**src/design/sorted_set_table_top_assert.svh**
```systemverilog
// ----------------------------------------------------------------------------
// sorted_set_table_top_assert
// assertion macros for the sorted set table
// ----------------------------------------------------------------------------
`ifndef SORTED_SET_TABLE_TOP_ASSERT_SVH
`define SORTED_SET_TABLE_TOP_ASSERT_SVH

// condition that holds at every edge out of reset
`define SST_ASSERT(label, cond, msg) \
  label: assert property (@(posedge clk) disable iff (!rst_n) (cond)) else $error(msg);

// trigger in one cycle implies a condition in the next
`define SST_ASSERT_NEXT(label, trig, cond, msg) \
  label: assert property (@(posedge clk) disable iff (!rst_n) (trig) |=> (cond)) \
    else $error(msg);

`endif

```
**src/design/sst_pkg.sv**
```systemverilog
// ----------------------------------------------------------------------------
// sst_pkg
// types and constants shared by the sorted set table cells and top level
// ----------------------------------------------------------------------------
package sst_pkg;

  localparam int CAPACITY = 16;
  localparam int CNT_W    = $clog2(CAPACITY + 1);
  localparam int VALUE_W  = 32;
  localparam int COUNT_W  = 5;

  localparam logic [1:0] OP_LOOKUP = 2'd0;
  localparam logic [1:0] OP_INSERT = 2'd1;
  localparam logic [1:0] OP_REMOVE = 2'd2;

  localparam logic [1:0] ST_DONE     = 2'd0;
  localparam logic [1:0] ST_NOCHANGE = 2'd1;
  localparam logic [1:0] ST_FULL     = 2'd2;

  typedef struct packed {
    logic [1:0]                opcode;
    logic signed [VALUE_W-1:0] value;
  } in_word_t;

  typedef struct packed {
    logic               present;
    logic [1:0]         status;
    logic [COUNT_W-1:0] count;
  } out_word_t;

  // broadcast to every cell in the chain
  typedef struct packed {
    logic                      ins;
    logic                      rem;
    logic signed [VALUE_W-1:0] value;
  } cell_cmd_t;

endpackage

```
**src/design/sst_cell.sv**
```systemverilog
// ----------------------------------------------------------------------------
// sst_cell
// one entry of the sorted chain: compares against the broadcast value and
// shifts toward its neighbors on insert or remove
// ----------------------------------------------------------------------------
module sst_cell (
  input  logic                              clk,
  input  logic                              live,
  input  logic                              left_lt,
  input  logic signed [sst_pkg::VALUE_W-1:0] left_value,
  input  logic signed [sst_pkg::VALUE_W-1:0] right_value,
  input  sst_pkg::cell_cmd_t                cmd,
  output logic                              lt,
  output logic                              eq,
  output logic signed [sst_pkg::VALUE_W-1:0] value
);
  import sst_pkg::*;

  logic signed [VALUE_W-1:0] value_r;
  logic signed [VALUE_W-1:0] value_nxt;

  assign lt    = live && (value_r < cmd.value);
  assign eq    = live && (value_r == cmd.value);
  assign value = value_r;

  always_comb begin
    value_nxt = value_r;
    if (cmd.ins && !lt) begin
      // the first cell at or above the new value takes it, the rest move up
      value_nxt = left_lt ? cmd.value : left_value;
    end else if (cmd.rem && !lt) begin
      value_nxt = right_value;
    end
  end

  always_ff @(posedge clk) begin
    value_r <= value_nxt;
  end

endmodule

```
**src/design/sorted_set_table_top.sv**
```systemverilog
// ----------------------------------------------------------------------------
// sorted_set_table_top
// set of distinct signed values kept in ascending order in a chain of cells
// ----------------------------------------------------------------------------
//   channel | dir | handshake         | payload
//   in      | in  | in_valid/in_stall | in_word  (opcode, value)
//   out     | out | out_valid/out_stall | out_word (present, status, count)
//
// one word per cycle unless in_stall is high: every cell compares against the
// value in parallel and shifts in the same cycle, so the result register is loaded
// as the word is accepted; the compare plus the membership or-reduction sets the path
// reset clears the count and the output valid; entry contents stay undefined
// a stalled result holds in the output register; input stalls only while it
// is full and not being taken
module sorted_set_table_top (
  input  logic               clk,
  input  logic               rst_n,
  input  logic               in_valid,
  output logic               in_stall,
  input  sst_pkg::in_word_t  in_word,
  output logic               out_valid,
  input  logic               out_stall,
  output sst_pkg::out_word_t out_word
);
  import sst_pkg::*;

  logic [CNT_W-1:0] count_r;
  logic [CNT_W-1:0] count_nxt;
  logic             out_valid_r;
  out_word_t        out_word_r;
  out_word_t        out_word_nxt;

  logic                      acc;
  logic                      present;
  logic                      full;
  logic [1:0]                status;
  cell_cmd_t                 cmd;
  logic [CAPACITY-1:0]       lt_v;
  logic [CAPACITY-1:0]       eq_v;
  logic [CAPACITY-1:0]       live_v;
  logic [CAPACITY-1:0]       left_lt_v;
  logic signed [VALUE_W-1:0] val_v       [CAPACITY];
  logic signed [VALUE_W-1:0] left_val_v  [CAPACITY];
  logic signed [VALUE_W-1:0] right_val_v [CAPACITY];

  assign in_stall = out_valid_r && out_stall;
  assign acc      = in_valid && !in_stall;

  for (genvar i = 0; i < CAPACITY; i++) begin : g_cell
    assign live_v[i] = CNT_W'(i) < count_r;
    if (i == 0) begin : g_first
      assign left_lt_v[i]  = 1'b1;
      assign left_val_v[i] = cmd.value;
    end else begin : g_mid
      assign left_lt_v[i]  = lt_v[i-1];
      assign left_val_v[i] = val_v[i-1];
    end
    if (i == CAPACITY - 1) begin : g_last
      assign right_val_v[i] = val_v[i];
    end else begin : g_next
      assign right_val_v[i] = val_v[i+1];
    end

    sst_cell u_cell (
      .clk         (clk),
      .live        (live_v[i]),
      .left_lt     (left_lt_v[i]),
      .left_value  (left_val_v[i]),
      .right_value (right_val_v[i]),
      .cmd         (cmd),
      .lt          (lt_v[i]),
      .eq          (eq_v[i]),
      .value       (val_v[i])
    );
  end

  always_comb begin
    present   = |eq_v;
    full      = count_r == CNT_W'(CAPACITY);
    cmd.value = in_word.value;
    cmd.ins   = acc && (in_word.opcode == OP_INSERT) && !present && !full;
    cmd.rem   = acc && (in_word.opcode == OP_REMOVE) && present;
    status    = ST_DONE;
    if (in_word.opcode == OP_INSERT) begin
      if (present) begin
        status = ST_NOCHANGE;
      end else if (full) begin
        status = ST_FULL;
      end
    end else if (in_word.opcode == OP_REMOVE) begin
      if (!present) begin
        status = ST_NOCHANGE;
      end
    end
    count_nxt = count_r;
    if (cmd.ins) begin
      count_nxt = count_r + CNT_W'(1);
    end else if (cmd.rem) begin
      count_nxt = count_r - CNT_W'(1);
    end
    out_word_nxt.present = present;
    out_word_nxt.status  = status;
    out_word_nxt.count   = COUNT_W'(count_nxt);
  end

  always_ff @(posedge clk) begin
    if (!rst_n) begin
      count_r     <= '0;
      out_valid_r <= 1'b0;
    end else begin
      if (acc) begin
        count_r     <= count_nxt;
        out_valid_r <= 1'b1;
      end else if (!out_stall) begin
        out_valid_r <= 1'b0;
      end
    end
  end

  always_ff @(posedge clk) begin
    if (acc) begin
      out_word_r <= out_word_nxt;
    end
  end

  assign out_valid = out_valid_r;
  assign out_word  = out_word_r;

`include "sorted_set_table_top_assert.svh"

  `SST_ASSERT(a_count_cap, count_r <= CNT_W'(CAPACITY), "count above capacity")
  `SST_ASSERT(a_full_status, !(acc && status == ST_FULL) || full, "full status while not full")
  `SST_ASSERT_NEXT(a_rem_count, cmd.rem, count_r == $past(count_r) - CNT_W'(1), "remove count")
  `SST_ASSERT_NEXT(a_ins_count, cmd.ins, count_r == $past(count_r) + CNT_W'(1), "insert count")

endmodule

```
**config.mk**
```make
export PLATFORM = sky130hd
export DESIGN_NAME = sorted_set_table_top
export DESIGN_NICKNAME = d
export VERILOG_FILES = /design/src/design/sst_pkg.sv /design/src/design/sst_cell.sv /design/src/design/sorted_set_table_top.sv
export VERILOG_INCLUDE_DIRS = /design/src /design/src/design
export SDC_FILE = /design/constraint.sdc
export NUM_CORES = 2
export LEC_CHECK = 0
export ABC_CLOCK_PERIOD_IN_PS = 10050
export BUFFER_PORTS_ARGS = -buffer_cell sky130_fd_sc_hd__buf_4
export CAP_MARGIN = 15
export CORE_UTILIZATION = 50
export CTS_BUF_LIST = sky130_fd_sc_hd__clkbuf_8
export CTS_CLUSTER_DIAMETER = 80
export DETAILED_ROUTE_END_ITERATION = 10
export PLACE_DENSITY_LB_ADDON = 0.2
export SLEW_MARGIN = 20
export SYNTH_ARGS = -nofsm -noshare
export SYNTH_HDL_FRONTEND = slang
export SYNTH_SLANG_ARGS = --single-unit
```
**constraint.sdc**
```tcl
create_clock -name clk -period 10.05 [get_ports clk]
set_clock_uncertainty 0.05 [all_clocks]
set_input_delay 0.5025 -clock clk [delete_from_list [all_inputs] [get_ports clk]]
set_output_delay 0.5025 -clock clk [all_outputs]
set_load 0.005 [all_outputs]
```
Word level (Yosys, flattened, before mapping)
Cells that the tools add are included.
Storage, ports and cells
  register bits after elaboration: 526
  bits in latches: 0
  memory bits (writable): 0
  ROM bits: 0
  input bits: 38
  output and inout port bits: 10
  memories kept: 0
Cells by class
  $add $sub $neg: 2
  multiply operators: 0
  div/mod/pow operators: 0
  $lt $le $gt $ge: 32
  equal/unequal tests: 20
  shift-type cells: 0
  multiplexer cells: 54
  bitwise logic cells: 0
  reductions and logical operators: 105
Operators with widths (number)
  $mux W32: 45
  $eq A32 B32 Y1: 16
  $lt A32 B32 Y1: 16
  $logic_and A1 B1 Y1: 70
  $lt A4 B5 Y1 const A: 8
  $reduce_bool A2 Y1: 15
  $lt A3 B5 Y1 const A: 4
  $logic_not A1 Y1: 19
  $reduce_or A16 Y1: 1
  $lt A1 B5 Y1 const A: 2
  $lt A2 B5 Y1 const A: 2
  $mux W5: 2
  $mux W2: 3
  $add A5 B1 Y5 const B: 1
  $eq A5 B5 Y1 const B: 1
  $sub A5 B1 Y5 const B: 1
  $mux W1: 4
  $eq A2 B1 Y1 const B: 1
  $eq A2 B2 Y1 const B: 1
  $ne A2 B1 Y1 const B: 1

Longest topological paths before layout
  depth after elaboration: 8
  gate-level depth with buffers: 15
  depth with buffers taken out: 10

Hierarchy
From an unflattened synthesis, not the netlist that was laid out.
Unflattened totals
  cell total of the unflattened synthesis: 3711
  area total of the unflattened synthesis: 42319.3 um^2
By module, submodules not included
  sst_cell: instances 16, cells an instance 226, area each 2585.0 um^2, seq. area each 960.9 um^2
  sorted_set_table_top: instances 1, cells an instance 95, area each 959.7 um^2, seq. area each 360.3 um^2

Worst setup path after synthesis
OpenSTA, ideal clock, no wires.
  kind: in2reg
  start point: in in_word[15] (netlist bit)
  end point: reg g_cell[0].u_cell.value_r[0], enable pin
  library setup time: 0.461 ns
  arrival: 5.440 ns
  data required time: 9.539 ns
  setup slack: 4.099 ns
  stages on the path: 12
  path buffers: 3
  cell sequence: clkbuf_1 inv_1 ha_1 and4_1 nand4_1 or4_1 o2111ai_1 or4_1 buf_2 mux2i_1 buf_2 nor3_1
Between the ends
  cells in the longest elaborated chain, start to end: 8
RTL lines
  start, declared: line sorted_set_table_top.sv:20  | input sst_pkg::in_word_t in_word,
  branches (longest 7 deep; another with $lt A32 B32 Y1)
  $reduce_bool A2 Y1 (no source line) (*)
  end signal, assigned: line sst_cell.sv:37  | value_r <= value_nxt;
  end, declared: line sst_cell.sv:19  | logic signed [VALUE_W-1:0] value_r;
Every way passes the cells marked *.
A chain may end at the register's enable or synchronous reset.

Final worst setup path
  start point: in in_word[26] (netlist bit)
  end point: reg g_cell[0].u_cell.value_r[9], enable pin
The elaborated chain is that of the path after synthesis.

==> run summary <==
The run finished with clean final reports. The run gives 0 as the hold violation total from the final report. The number of gates on the worst path with buffers counted came out at 12. The post-synthesis async set-or-reset flop share was 0; the number of buffers inserted by port buffering was 47. The Yosys step of the flow raised 0 warnings. The first global-routing pass estimated 215000 um of wire. Dividing the detail-routed wire length by the instance count gives 32.2 um. STA puts the critical path data arrival time at 6540 ps.

The via density per instance was 6.87. Of all cell types, the one taking the most synthesized area is sky130_fd_sc_hd__edfxtp_1. Entering global routing, the biggest net connects 65 pins.

The area growth from synthesis to layout is 8.74%. The initial core utilization was 0.508. Traced cell by cell, the critical path runs through buf_4 -> inv_1 -> ha_1 -> nand4_1 -> nor4_1 -> nand4_1 -> nand4_1 -> or4_1 -> mux2i_4 -> buf_4 -> nor3_2 -> buf_4.

Counting distinct cell types in the post-synthesis netlist gives 72. STA classifies the critical path endpoint as a register. For the worst slew margin relative to its limit, the log shows 0.202. The logs give 0 for the remaining global-route overflow and 5380 uW for the final total power. The tools report the number of buffers inserted during clock tree synthesis as 97. The logs give 31246 for the via count of the first global-routing pass and 4060 ps for the register-to-register path setup slack. The first detailed-routing pass took 7 iterations.

The flip-flop cell with the highest count after synthesis is sky130_fd_sc_hd__edfxtp_1. Dominant cell by count in the synthesized netlist: sky130_fd_sc_hd__a21oi_1. The area of the placeable core came out at 76500 sq um. Ranked by total cell area, the synthesized netlist is headed by sky130_fd_sc_hd__edfxtp_1 40%, sky130_fd_sc_hd__ha_1 17%, sky130_fd_sc_hd__mux2_2 12%, sky130_fd_sc_hd__a21oi_1 6.8%, sky130_fd_sc_hd__mux2i_1 5.6%. The die covers 78800 sq um. In this run the post-CTS setup repair buffer count came out at 0. Across the run, the number of max-cap violations was 0. The worst register-to-register path ends at g_cell[0].u_cell.value[9]$_DFFE_PP_. The clock passes through at most 3 buffers. The floorplan has 101 rows. The startpoint identified for the worst register-to-register timing path is g_cell[4].u_cell.value[27]$_DFFE_PP_.

For the worst setup path, the data required time is 10360 ps. Once the clock tree was built, the resizer swapped 0 gates to a different size. Counting every sink on the clock net gives 526. The maximum fanout encountered on the critical timing path was 24.

The floorplan step set the die width to 281 um. The weighted congestion at the end of routability-driven global placement is 0.993, and the time the worst path needs with I/O delays and setup is 6230 ps. In this run the remaining antenna-violating nets after routing total 0. Synthesis produced a netlist whose cell count is 3512. The initial detailed-routing violation count came out at 3627.

The logs give 740 ps for the clock latency on the worst-skew pair and 38900 sq um for the post-synthesis cell area. The final-layout setup total negative slack is 0 ps, and the die extent in y is 281 um. The delay of the slowest critical-path stage was 1050 ps; the post-CTS clock slew at the launch and capture registers of the worst setup and hold paths was 60 ps. The ratio of final minimum period to clock period was 0.620. The min-delay analysis places its worst path in the category in -> reg. Startpoint type of the worst setup path: an input port. The fraction of synthesized cell area taken by the top area cell type was 0.402; the number of inserted filler cells in the final layout was 6541. For the I/O pin count, the log shows 48. The critical path contains buffers and inverters numbering 4 combined. For this run, design rule violations remaining after detail routing come to 0. Grouping stages by cell kind, the critical path spends the most delay in simple AND/OR/NAND/NOR gates. Worst-path cell with the longest stage delay: sky130_fd_sc_hd__nor4_1. Sorting the synthesized cells by how often they occur yields 528 x sky130_fd_sc_hd__a21oi_1, 520 x sky130_fd_sc_hd__edfxtp_1, 516 x sky130_fd_sc_hd__ha_1, 427 x sky130_fd_sc_hd__mux2_2, 216 x sky130_fd_sc_hd__mux2i_1.

The tools report the area taken by flip-flops and latches as 15700 sq um. The proportion of synthesized chip area in sequential cells is 0.405, and the cell area after placement is 40400 sq um. The number of H-tree levels came out at 3. Summed over all nets, the half-perimeter wirelength after detailed placement is 104000 um.

For the worst flop-to-flop path, the logic depth is 10. At the end of the flow, the number of nets in the layout was 4076. The worst setup path is of the in -> reg kind. In this run, synthesis produced a sequential element count of 526.

The average cell area after synthesis is 11.1 sq um. The number of antenna violations at the first check in global routing came out at 8. The number of max-slew violations in the final report was 0; the transition time of the tightest slew-check pin was 1190 ps. The run gives 0.376 as the global-route usage over all layers. For the final hold slack, the log shows 141 ps. Derived from the worst setup path, the maximum achievable clock frequency is 0.160 GHz. Across the VDD grid, the largest voltage drop is 0.0000995 V. For this block, the via count after detailed routing is 31847. The count of flip-flops with a built-in enable after synthesis is 520. In this run, post-CTS hold repair placed 3 buffers. The total power density per cell area is 127 nW/um^2, and the static leakage is 0.0172 uW. The multi-input combinational cells in the finished layout cover a total of 22300 sq um.

Following the worst setup path forward leads to its endpoint at g_cell[0].u_cell.value[9]$_DFFE_PP_. The tree is rooted in a sky130_fd_sc_hd__clkbuf_8. Timing startpoint of the critical path: in_word[26].

The number of nets in the synthesized netlist was 4066; the final instance area was 42300 sq um. TritonCTS built the clock tree. The number of endpoints failing setup at the final stage is 0, and the sum of routed wire length over all layers is 149000 um. The fraction of final layout cells with drive strength greater than 1 is 0.198. Setup repair after global routing left no endpoint under its margin.
==> layout make-up <==
class	count	share of cell area
Antenna cell	2	0.000118
Tap cell	1030	0.0305
Sequential cell	526	0.372
Inverter	70	0.00622
Clock inverter	76	0.00992
Timing Repair Buffer	107	0.0192
Clock buffer	102	0.0332
Multi-Input combinational cell	2720	0.528
==> worst reg2reg max path: stages, from the launching register on <==
cell and delay (ps):
sky130_fd_sc_hd__edfxtp_1 440, sky130_fd_sc_hd__ha_1 350, sky130_fd_sc_hd__nand4_1 210, sky130_fd_sc_hd__nor4_1 1050, sky130_fd_sc_hd__nand4_1 640, sky130_fd_sc_hd__nand4_1 350
sky130_fd_sc_hd__or4_1 520, sky130_fd_sc_hd__mux2i_4 280, sky130_fd_sc_hd__buf_4 310, sky130_fd_sc_hd__nor3_2 880, sky130_fd_sc_hd__buf_4 510
==> layout by cell type (no fill, tap or decap), types with 7 or more instances in the layout <==
cell and n:
sky130_fd_sc_hd__a211o_1 10, sky130_fd_sc_hd__a211oi_1 12, sky130_fd_sc_hd__a21o_1 79, sky130_fd_sc_hd__a21oi_1 528
sky130_fd_sc_hd__a31oi_1 36, sky130_fd_sc_hd__and2_1 10, sky130_fd_sc_hd__and4_1 11, sky130_fd_sc_hd__buf_4 104
sky130_fd_sc_hd__clkbuf_8 102, sky130_fd_sc_hd__clkinv_1 22, sky130_fd_sc_hd__clkinv_2 17, sky130_fd_sc_hd__edfxtp_1 520
sky130_fd_sc_hd__ha_1 516, sky130_fd_sc_hd__inv_1 101, sky130_fd_sc_hd__mux2_1 8, sky130_fd_sc_hd__mux2_2 427
sky130_fd_sc_hd__mux2i_1 208, sky130_fd_sc_hd__mux2i_4 8, sky130_fd_sc_hd__nand2_1 186, sky130_fd_sc_hd__nand2b_1 15
sky130_fd_sc_hd__nand3_1 30, sky130_fd_sc_hd__nand4_1 126, sky130_fd_sc_hd__nor2_1 104, sky130_fd_sc_hd__nor2_4 13
sky130_fd_sc_hd__nor2b_1 26, sky130_fd_sc_hd__nor2b_4 7, sky130_fd_sc_hd__nor3_1 24, sky130_fd_sc_hd__nor4_1 19
sky130_fd_sc_hd__o211ai_1 24, sky130_fd_sc_hd__o21a_1 19, sky130_fd_sc_hd__o21ai_0 159
==> worst min path at each step <==
| stage | endpoint | startpoint | slack [ps] | cells after the start |
|---|---|---|---|---|
| after global placement | out_valid$_SDFFE_PN0P_ | out_valid$_SDFFE_PN0P_ | 500 | 3 |
| after floorplan | g_cell[13].u_cell.value[0]$_DFFE_PP_ | g_cell[14].u_cell.value[0]$_DFFE_PP_ | 490 | 2 |
| after detailed placement | out_valid$_SDFFE_PN0P_ | out_valid$_SDFFE_PN0P_ | 520 | 3 |
| after CTS | out_word[6]$_SDFFCE_PP0P_ | in_word[32] | 100 | 3 |
| after global routing | out_word[6]$_SDFFCE_PP0P_ | in_word[32] | 120 | 3 |
| final | out_word[6]$_SDFFCE_PP0P_ | in_word[32] | 140 | 3 |
==> routing by layer <==
metal	track usage	wire length, um	vias up
li1	-	-	13729
met1	0.488	59500	15702
met2	0.583	65900	1944
met3	0.0801	14800	460
met4	0.209	8740	12
met5	0	64	-
==> registers in the layout, summed over array words and instances (netlist names) <==
register             cells
out_word                 8
count_r                  5
out_valid                1
g_cell.u_cell.value    512
==> where the power goes <==
group | total (uW) | switching [uW] | leakage (uW) | internal (uW)
registers | 2550 | 62.7 | 0.00482 | 2490
clock network | 2060 | 1020 | 0.00106 | 1040
logic | 772 | 494 | 0.0113 | 277
total | 5380 | 1580 | 0.0172 | 3800
==> stage by stage <==
stage                     cells   util  setup slack [ps]
after detailed placement   4450  0.528              3590
after global placement     4450  0.528              3720
final                      4633  0.553              3820
after global routing       4632  0.553              3970
after floorplan            3512      -              4100
after CTS                  4631  0.553              4350
==> kinds of logic after synthesis <==
family          share of synthesized area
xor+xnor                         0.000901
compound gates                      0.139
buf+inv                            0.0280
flops                               0.405
mux                                 0.182
fa+ha+maj                           0.166
simple gates                       0.0795
Note: power is estimated with default switching activity, not from simulation.
